**src/rtl/core/frl_pkg.sv**
```systemverilog
package frl_pkg;

  localparam int unsigned MaxItems  = 1024;
  localparam int unsigned MaxCount  = 1023;
  localparam int unsigned PosW      = $clog2(MaxItems);
  localparam int unsigned LenW      = $clog2(MaxItems + 1);
  localparam int unsigned CntW      = $clog2(MaxCount + 1);
  localparam int unsigned GrpDepth  = MaxCount + 1;

  typedef enum logic [1:0] {
    OpIncrease = 2'd0,
    OpCreate   = 2'd1,
    OpRead     = 2'd2,
    OpUnused   = 2'd3
  } op_e;

  typedef struct packed {
    logic [1:0] opcode;
    logic [9:0] item_id;
    logic [9:0] rank;
  } in_item_t;

  typedef struct packed {
    logic        found;
    logic [9:0]  ranked_item;
    logic [9:0]  ranked_count;
    logic        saturated;
    logic [10:0] entries_used;
  } out_item_t;

  // datapath step commands
  typedef enum logic [3:0] {
    CmdIdle     = 4'd0,
    CmdClear    = 4'd1,
    CmdLatch    = 4'd2,
    CmdRdPos    = 4'd3,
    CmdLook     = 4'd4,
    CmdAppend   = 4'd5,
    CmdRdCnt    = 4'd6,
    CmdRdHead   = 4'd7,
    CmdSwapA    = 4'd8,
    CmdSwapB    = 4'd9,
    CmdFinish   = 4'd10
  } cmd_e;

  typedef struct packed {
    logic is_inc;
    logic is_create;
    logic present;
    logic full;
    logic sat;
    logic clr_done;
  } dp_status_t;

endpackage

```
**src/rtl/core/frl_ctrl.sv**
```systemverilog
module frl_ctrl (
  input  logic                clk_i,
  input  logic                rst_ni,
  input  logic                in_valid_i,
  output logic                in_ready_o,
  output logic                out_valid_o,
  input  logic                out_ready_i,
  input  frl_pkg::dp_status_t status_i,
  output frl_pkg::cmd_e       cmd_o
);
  import frl_pkg::*;

  typedef enum logic [9:0] {
    StClr   = 10'b0000000001,
    StIdle  = 10'b0000000010,
    StPos   = 10'b0000000100,
    StLook  = 10'b0000001000,
    StApp   = 10'b0000010000,
    StCnt   = 10'b0000100000,
    StHead  = 10'b0001000000,
    StSwapA = 10'b0010000000,
    StSwapB = 10'b0100000000,
    StOut   = 10'b1000000000
  } state_e;

  state_e state_q, state_d;
  logic   out_valid_q, out_valid_d;

  assign in_ready_o  = (state_q == StIdle) && !out_valid_q;
  assign out_valid_o = out_valid_q;

  always_comb begin
    state_d = state_q;
    out_valid_d = out_valid_q && !out_ready_i;
    cmd_o = CmdIdle;
    unique case (state_q)
      StClr: begin
        cmd_o = CmdClear;
        if (status_i.clr_done) state_d = StIdle;
      end
      StIdle: if (in_valid_i && in_ready_o) begin
        cmd_o = CmdLatch; state_d = StPos;
      end
      StPos: begin cmd_o = CmdRdPos; state_d = StLook; end
      StLook: begin
        cmd_o = CmdLook;
        if (status_i.is_inc || status_i.is_create) begin
          if (!status_i.present) state_d = status_i.full ? StOut : StApp;
          else state_d = status_i.is_inc ? StCnt : StOut;
        end else begin
          state_d = StOut;
        end
      end
      StApp: begin
        cmd_o = CmdAppend;
        // an unseen item on increase restarts the lookup after the append
        state_d = status_i.is_inc ? StPos : StOut;
      end
      StCnt: begin
        cmd_o = CmdRdCnt;
        state_d = status_i.sat ? StOut : StHead;
      end
      StHead:  begin cmd_o = CmdRdHead; state_d = StSwapA; end
      StSwapA: begin cmd_o = CmdSwapA;  state_d = StSwapB; end
      StSwapB: begin cmd_o = CmdSwapB;  state_d = StOut; end
      StOut: begin
        cmd_o = CmdFinish; out_valid_d = 1'b1; state_d = StIdle;
      end
      default: state_d = StIdle;
    endcase
  end

  always_ff @(posedge clk_i or negedge rst_ni) begin
    if (!rst_ni) begin
      state_q <= StClr;
      out_valid_q <= 1'b0;
    end else begin
      state_q <= state_d;
      out_valid_q <= out_valid_d;
    end
  end

  assert property (@(posedge clk_i) disable iff (!rst_ni)
    $onehot(state_q)) else $error("state not one-hot");
  assert property (@(posedge clk_i) disable iff (!rst_ni)
    state_q == StOut |=> out_valid_q) else $error("result not raised");
  assert property (@(posedge clk_i) disable iff (!rst_ni)
    out_valid_q |-> in_ready_o == 1'b0) else $error("accept while result pending");
  assert property (@(posedge clk_i) disable iff (!rst_ni)
    out_valid_q && !out_ready_i |=> out_valid_q) else $error("result beat dropped");
endmodule

```
**config.mk**
```make
export PLATFORM = sky130hd
export DESIGN_NAME = frl_ctrl
export DESIGN_NICKNAME = d
export VERILOG_FILES = /design/src/rtl/core/frl_pkg.sv /design/src/rtl/core/frl_ctrl.sv
export SDC_FILE = /design/constraint.sdc
export NUM_CORES = 1
export LEC_CHECK = 0
export BUFFER_PORTS_ARGS = -buffer_cell sky130_fd_sc_hd__buf_2
export CAP_MARGIN = 10
export CORE_MARGIN = 8
export CORE_UTILIZATION = 46
export DETAILED_ROUTE_END_ITERATION = 7
export PLACE_DENSITY = 0.75
export SLEW_MARGIN = 20
export SYNTH_ARGS = -nofsm -noshare
export SYNTH_HDL_FRONTEND = slang
export SYNTH_SLANG_ARGS = --single-unit
```
**constraint.sdc**
```tcl
create_clock -name clk_i -period 1.46 [get_ports clk_i]
set_input_delay 0.146 -clock clk_i [delete_from_list [all_inputs] [get_ports clk_i]]
set_output_delay 0.146 -clock clk_i [all_outputs]
set_load 0.05 [all_outputs]
```
== Word level (Yosys, flattened, before mapping) ==
Cells that the tools add are included.

* Output and inout port bits: 6
* Bits of input ports: 10
* Logic and storage cells: 33
* Register bits: 11

* Reduce and logical (&&, ||, !) cells: 7
* Equality and inequality tests: 12
* Mux-type cells: 12

{| class="wikitable"
|+ Operators with widths
! cell !! number
|-
| $pmux 10 s9 || 1
|-
| $mux 10 || 8
|-
| $pmux 4 s10 || 1
|-
| $eq 10x1->1 const B || 1
|-
| $eq 10x10->1 const B || 1
|-
| $eq 10x2->1 const B || 1
|-
| $eq 10x3->1 const B || 1
|-
| $eq 10x4->1 const B || 1
|-
| $eq 10x5->1 const B || 1
|-
| $eq 10x6->1 const B || 1
|-
| $eq 10x7->1 const B || 1
|-
| $eq 10x8->1 const B || 1
|-
| $eq 10x9->1 const B || 1
|-
| $logic_and 1x1->1 || 3
|-
| $logic_not 1->1 || 2
|-
| $mux 2 || 1
|-
| $ne 2x1->1 const B || 1
|-
| $ne 2x2->1 const B || 1
|-
| $reduce_and 2->1 || 1
|-
| $logic_or 1x1->1 || 1
|-
| $mux 1 || 1
|}

== Longest topological paths before layout ==
Gate-level depths: netlist of run 1.

* Depth after elaboration: 5
* Mapped depth: 5
* Mapped depth without buffers: 4

== Least setup slack after synthesis of run 1 ==
No wires, ideal clock.

* Path type: reg-to-output
* From: reg state_q[5]
* To: out cmd_o[3]
* Buffers on the path: 0
* Data arrival time: 2.674 ns
* Slack: -1.360 ns
* Stages on the path, launching flop included: 5
* Data required time: 1.314 ns
* Path through: dfrtp_1 nor4_4 and3_1 a21oi_1 o41ai_1

* Longest elaborated chain between the ends: 2
* Elaborated cells on any way between the ends: 11
* Those cells by class: eq/ne (10); mux (1)

{| class="wikitable"
|+ RTL lines
! what !! line !! source
|-
| from (decl) || frl_ctrl.sv:26 || <nowiki>state_e state_q, state_d;</nowiki>
|-
| from (signal assigned) || frl_ctrl.sv:75 || <nowiki>state_q <= StClr;</nowiki>
|-
| from (signal assigned) || frl_ctrl.sv:78 || <nowiki>state_q <= state_d;</nowiki>
|-
| $eq 10x10->1 (tied with other cells) || frl_ctrl.sv:36 || <nowiki>unique case (state_q)</nowiki>
|-
| $pmux 4 s10 * || frl_ctrl.sv:36 ||
|-
| to (decl) || frl_ctrl.sv:9 || <nowiki>output frl_pkg::cmd_e cmd_o</nowiki>
|}

Mark *: on every way between the ends. The rest lies on a longest branch, timed or not.

== Final worst setup path of run 1 ==
* From: reg state_q[5]
* To: out cmd_o[1]

* Longest elaborated chain between the ends: 5
* Elaborated cells on any way between the ends: 14
* Those cells by class: eq/ne (10); mux (2); reduce/logical (2)

{| class="wikitable"
|+ RTL lines
! what !! line !! source
|-
| $eq 10x2->1 || frl_ctrl.sv:29, frl_ctrl.sv:36 ||
|-
| $logic_and 1x1->1 || frl_ctrl.sv:29 || <nowiki>assign in_ready_o = (state_q == StIdle) && !out_valid_q;</nowiki>
|-
| $logic_and 1x1->1 || frl_ctrl.sv:41 || <nowiki>StIdle: if (in_valid_i && in_ready_o) begin</nowiki>
|-
| $mux 2 || frl_ctrl.sv:41 ||
|-
| $pmux 4 s10 * || frl_ctrl.sv:36 ||
|}

Marks and branches as above.

==> metrics.csv, run 1 <==
metric,value,unit
outcome,"finished, violations left",
failing checks,negative setup slack,
total vias in the final route,860,
drt total wl,2690,um
synth unique cells,35,
Worst-path clk slew,0.07,ns
TritonRoute pass-1 iters,4,
Antenna Nets Post-Route,0,
I/O pin cnt,16,
top-count cell post-synth,dfrtp_1,
Crit Path Category,flip-flop to output port,
"Largest stage delay, worst path",0.53,ns
antenna cells,0,
Die Wd,55.0,um
layout cells sized above 1,0.598,
Final min period,2.10,ns
Initial Util,0.475,
first-pass GRT wire length,4300,um
Buf/Inv on CP,1,
Gate Count Post-Synth,76,
Tot Pwr,1.92,mW
worst-skew pair later-pin latency,0.28,ns
Synth Cell Area,699,um2
die footprint,0.00302,mm2
H-tree depth,1,
Die Y,55.0,um
clk buf depth,2,
Main synth FF type,dfrtp_1,
ordered cell list for the critical path,nor4_4 -> nand2_2 -> or4b_4 -> nand4_1 -> buf_6,
initial antenna violation count,0,
PD cells,1510,mW/mm2
Final Hold Viols,0,
Worst EP arrival,1.96,ns
actual slew at the worst max-slew pin,0.419,ns
Synth Register Bits,11,
syn nets,86,
Post-synth EDFFs,0,
WP data required,1.31,ns
GPL Wtd Cong,0.881,
final routed DRC violation total,0,
total grt overflow,0,
area grow syn2layout,81.8,%
"FFs w/ async S/R, synth",1.00,
DRT iter0 DRCs,27,
post-synthesis sequential area ratio,0.395,
largest net degree at the start of global routing,12,
post-route clock period utilization,1.44,
final setup skew,0.00106,ns
syn avg cell area,9.20,um2
Final setup violation count,13,
Worst setup SP type,flip-flop,
"top cells by count, synth","10 x dfrtp_1, 8 x nor2_1, 7 x nor2b_1",
vias per cell,6.01,
min setup slack post-route,-0.641,ns
Root Driver,clkbuf_4,
worst vdd ir,0.000894,V
cts bufs inserted,3,
leak pwr,0.601,nW
CP Max Fanout,3,
Hold Worst Slack,0.0110,ns
DP HPWL,1620,um
"CP delay by family, top",simple AND/OR/NAND/NOR gates,
"slowest stage cell, crit path",or4b_4,
Slew HR,0.720,
fmax,476,MHz
vias in the first global route,922,
Post-layout nets,138,
CP endpoint kind,output port,
Rows,14,
Core ar.,0.00147,mm2
dominant cell type by area after synthesis,dfrtp_1,
Yosys top cell area share,0.358,
RSZ-0062 raised after global routing,yes,
Yosys warning count,0,
GRT Util Overall,0.200,
clock sink total,11,
"top cells by area, synth","dfrtp_1 36%, nor2b_1 6.3%, nand4_1 4.5%, nor2_1 4.3%, dfstp_2 3.8%",
CTS tree,built,
port bufs,15,
"Slew Viols, Final",0,
Hold Path Class,input pin to flip-flop,
number of max-cap violations,0,
DR WL/cell,18.8,um
## cell type report
class	count	area, um2
clock buffer	4	26.3
fill	79	200
inverter	5	18.8
multi-input combinational	59	544
sequential	11	279
tap	16	20.0
timing repair buffer	48	383
## through the flow
stage | setup WS [ns] | area (um2) | util | instances | setup TNS [ns]
final | -0.641 | 1270 | 0.864 | 143 | -4.14
after global routing | -0.709 | 1270 | 0.864 | 143 | -4.85
after CTS | -0.593 | 1250 | 0.849 | 146 | -3.60
after detailed placement | -0.374 | 991 | 0.673 | 127 | -2.00
after global placement | -0.354 | 991 | 0.673 | 127 | -1.76
after floorplan | -0.497 | 742 | - | 76 | -1.44
## repair_timing
action                                  4_1_cts  5_1_grt
endpoints found under the hold margin        11        0
hold buffers                                  1        0
endpoints found under the setup margin       11       13
pin swaps                                     7       11
setup buffers                                17        4
resized for setup                            32       12
## registers in the layout, indices dropped and copies added (netlist names)
| name | flops |
|---|---|
| out_valid_o | 1 |
| state_q | 10 |
## where the power goes
group          internal, mW  switching, mW
Combinational         0.583          0.718
Sequential            0.348         0.0510
Clock                 0.106          0.113
## layout by cell type, fill, tap and decap left out, types with 2 or more instances in the layout
cell type	instances
nand4_1	5
nor4_4	2
o21ai_2	2
nand2_2	2
dfrtp_2	2
nor2b_1	7
dfrtp_1	8
buf_2	10
inv_1	5
a21oi_1	3
o22ai_1	2
nor3_4	2
buf_6	10
nand2_1	2
nor2_1	4
buf_4	26
xor2_1	2
nor2_4	3
clkbuf_4	3
## logic make-up (layout without fill, tap and decap cells)
kind of cell           after synthesis  in the layout  synth area share
buffers and inverters                6             57            0.0322
AO/OA/AOI/OAI                       16             16             0.154
AND/OR/NAND/NOR                     41             41             0.394
XOR/XNOR                             2              2            0.0250
flip-flops                          11             11             0.395
## routing by layer
layer / global-route usage / share of wire / wire, um / vias up
li1: - / - / - / 390
met2: 0.334 / 0.51 / 1390 / 43
met3: 0.0374 / 0.062 / 168 / 11
met1: 0.234 / 0.39 / 1050 / 416
met4: 0.112 / 0.032 / 85 / 0
met5: 0 / 0 / 0 / -
## path summary, 6_finish.rpt
check                                              end  cells past startpoint                   start  slack [ns]
worst max-delay path                          cmd_o[1]                      5  state_q[5]$_DFFE_PN0P_       -0.64
worst max register to register  state_q[1]$_DFFE_PN0P_                      8  state_q[5]$_DFFE_PN0P_       -0.41
max in group asynchronous       state_q[0]$_DFFE_PN1P_                      2                  rst_ni        0.91
worst min-delay path            state_q[0]$_DFFE_PN1P_                      2             status_i[0]        0.01
worst min register to register   out_valid_o$_DFF_PN0_                      2   out_valid_o$_DFF_PN0_        0.61
min in group asynchronous       state_q[5]$_DFFE_PN0P_                      2                  rst_ni        0.29
(Power assumes the default switching activity.)
==> run 2: changes to the inputs <==
==> constraint.sdc (replaced) <==
create_clock -name clk_i -period 1.46 [get_ports clk_i]
set_input_delay 0.292 -clock clk_i [delete_from_list [all_inputs] [get_ports clk_i]]
set_output_delay 0.292 -clock clk_i [all_outputs]
set_load 0.05 [all_outputs]
==> run 2 against run 1 <==
Effect of this change: the flow still finishes with violations (negative setup slack); largest cell class unchanged; fmax down 9.7%; cell count grew 2.1%; flip-flop and latch count unchanged; register-to-register slack improved by 0.06 ns; clock-buffer cell count down 1; total power grew 8.8%; non-clock buffer count up 3.
==> metrics.csv, run 2 (synthesized netlist as in run 1, its figures left out) <==
metric,value,unit,change
die footprint,0.00302,mm2,unchanged
vias in the first global route,912,,-1.1%
worst-skew pair later-pin latency,0.28,ns,about the same
GPL Wtd Cong,0.848,,-3.7%
"commonest non-fill, non-tap cell in the layout",buf_4,,
pre-CTS setup slack,-0.542,ns,-0.168 ns
DP HPWL,1560,um,-3.6%
"Largest stage delay, worst path",0.54,ns,about the same
failing checks,negative setup slack,,
total grt overflow,0,,unchanged
R2R cell count,6,,-2
reg-to-reg endpoint,out_valid_o$_DFF_PN0_,,
Reg2Reg Setup Slack,-0.35,ns,+0.06 ns
initial antenna violation count,0,,unchanged
Crit Path Category,flip-flop to output port,,
Tot Pwr,2.09,mW,+8.8%
clk buf depth,2,,unchanged
"Slew Viols, Final",0,,unchanged
vias per cell,6.40,,+6.4%
clock sink total,11,,unchanged
Buf/Inv on CP,1,,unchanged
RR Startpoint,state_q[5]$_DFFE_PN0P_,,
placed cells,129,,+1.6%
DRT iter0 DRCs,37,,+37%
Die Wd,55.0,um,unchanged
fmax,430,MHz,-9.7%
Core ar.,0.00147,mm2,unchanged
WP data required,1.17,ns,-0.14 ns
Post-layout nets,141,,+2.2%
Critical Path End,cmd_o[1],,
post-route clock period utilization,1.59,,+0.154
Final min period,2.33,ns,+0.225 ns
TritonRoute pass-1 iters,4,,unchanged
CP Max Fanout,3,,unchanged
port bufs,15,,unchanged
drt total wl,3240,um,+20%
CP startpoint,state_q[5]$_DFFE_PN0P_,,
total vias in the final route,934,,+8.6%
Final Hold Viols,0,,unchanged
number of max-cap violations,0,,unchanged
RSZ-0062 raised after global routing,yes,,
Die Y,55.0,um,unchanged
Worst EP arrival,2.03,ns,+0.07 ns
DR WL/cell,22.2,um,+18%
"slowest stage cell, crit path",or4b_4,,
antenna cells,0,,unchanged
CP endpoint kind,output port,,
cts bufs inserted,3,,unchanged
Worst-path clk slew,0.08,ns,about the same
outcome,"finished, violations left",,
I/O pin cnt,16,,unchanged
max reg flops,10,,unchanged
ordered cell list for the critical path,nor4_4 -> nand2_2 -> or4b_4 -> nand4_1 -> buf_6,,
PD cells,1580,mW/mm2,+4.4%
Root Driver,clkbuf_4,,
Rows,14,,unchanged
leak pwr,0.633,nW,+5.5%
fillers,62,,-22%
fin cells,146,,+2.1%
Initial Util,0.475,,unchanged
"commonest cells after routing, fill and taps aside","27 x buf_4, 12 x buf_6, 10 x buf_2",,
actual slew at the worst max-slew pin,0.631,ns,+0.212 ns
Hold Path Class,input pin to flip-flop,,
Worst setup SP type,flip-flop,,
"CP delay by family, top",simple AND/OR/NAND/NOR gates,,
largest net degree at the start of global routing,12,,unchanged
Antenna Nets Post-Route,0,,unchanged
layout cells sized above 1,0.631,,+0.0323
Slew HR,0.578,,-0.142
CTS tree,built,,
WP depth,5,,unchanged
final setup skew,0.00706,ns,+0.00601 ns
area grow syn2layout,89.4,%,
Final setup violation count,13,,unchanged
min setup slack post-route,-0.866,ns,-0.225 ns
worst vdd ir,0.00116,V,+30%
GRT Util Overall,0.208,,+0.00811
final routed DRC violation total,0,,unchanged
first-pass GRT wire length,4590,um,+6.7%
final setup TNS,-5.58,ns,-1.44 ns
H-tree depth,1,,unchanged
register bank with the most flops,state_q,,
[run 2: report_power, final]
group / internal, mW / leakage (nW) / total, mW / switching, mW
clock: 0.102 / 0.0177 / 0.224 / 0.122
combinational: 0.657 / 0.473 / 1.46 / 0.808
sequential: 0.348 / 0.143 / 0.399 / 0.0510
total: 1.11 / 0.633 / 2.09 / 0.982
[run 2: final cells by class]
| class | instances | area, um2 | share of cell area |
|---|---|---|---|
| multi-input combinational | 59 | 567 | 0.428 |
| timing repair buffer | 51 | 413 | 0.312 |
| sequential | 11 | 279 | 0.211 |
| clock buffer | 3 | 22.5 | 0.0170 |
| tap | 16 | 20.0 | 0.0151 |
| inverter | 5 | 18.8 | 0.0142 |
| clock inverter | 1 | 5.00 | 0.00378 |
[run 2: through the flow]
| stage | utilization | area, um2 | hold WS (ns) |
|---|---|---|---|
| floorplan | - | 742 | -0.00359 |
| global placement | 0.684 | 1010 | 0.175 |
| detailed placement | 0.684 | 1010 | 0.174 |
| CTS | 0.839 | 1230 | 0.157 |
| global route | 0.901 | 1330 | 0.140 |
| finish | 0.901 | 1330 | 0.153 |
[run 2: how the worst min path moves through the flow]
| stage | startpoint | slack [ns] | endpoint | cells past startpoint |
|---|---|---|---|---|
| detailed placement | rst_ni | 0.17 | state_q[5]$_DFFE_PN0P_ | 1 |
| floorplan | rst_ni | -0.004 | out_valid_o$_DFF_PN0_ | 0 |
| CTS | status_i[0] | 0.16 | state_q[0]$_DFFE_PN1P_ | 2 |
| global route | status_i[0] | 0.14 | state_q[0]$_DFFE_PN1P_ | 2 |
| global placement | rst_ni | 0.18 | state_q[5]$_DFFE_PN0P_ | 1 |
| finish | status_i[0] | 0.15 | state_q[0]$_DFFE_PN1P_ | 2 |
[run 2: metal layers]
metal / up-vias / global-route usage / wire, um
li1: 394 / - / -
met3: 16 / 0.0428 / 232
met1: 459 / 0.248 / 1270
met5: - / 0 / 0
met2: 65 / 0.358 / 1580
met4: 0 / 0.0760 / 157
[run 2: what timing repair did]
action                                 in CTS  in global routing
hold buffers                                1                  0
setup buffers                              12                  8
pin swaps                                   6                  5
endpoints found under the hold margin      10                  0
resized for setup                          27                 20
setup endpoints to repair                  12                 13
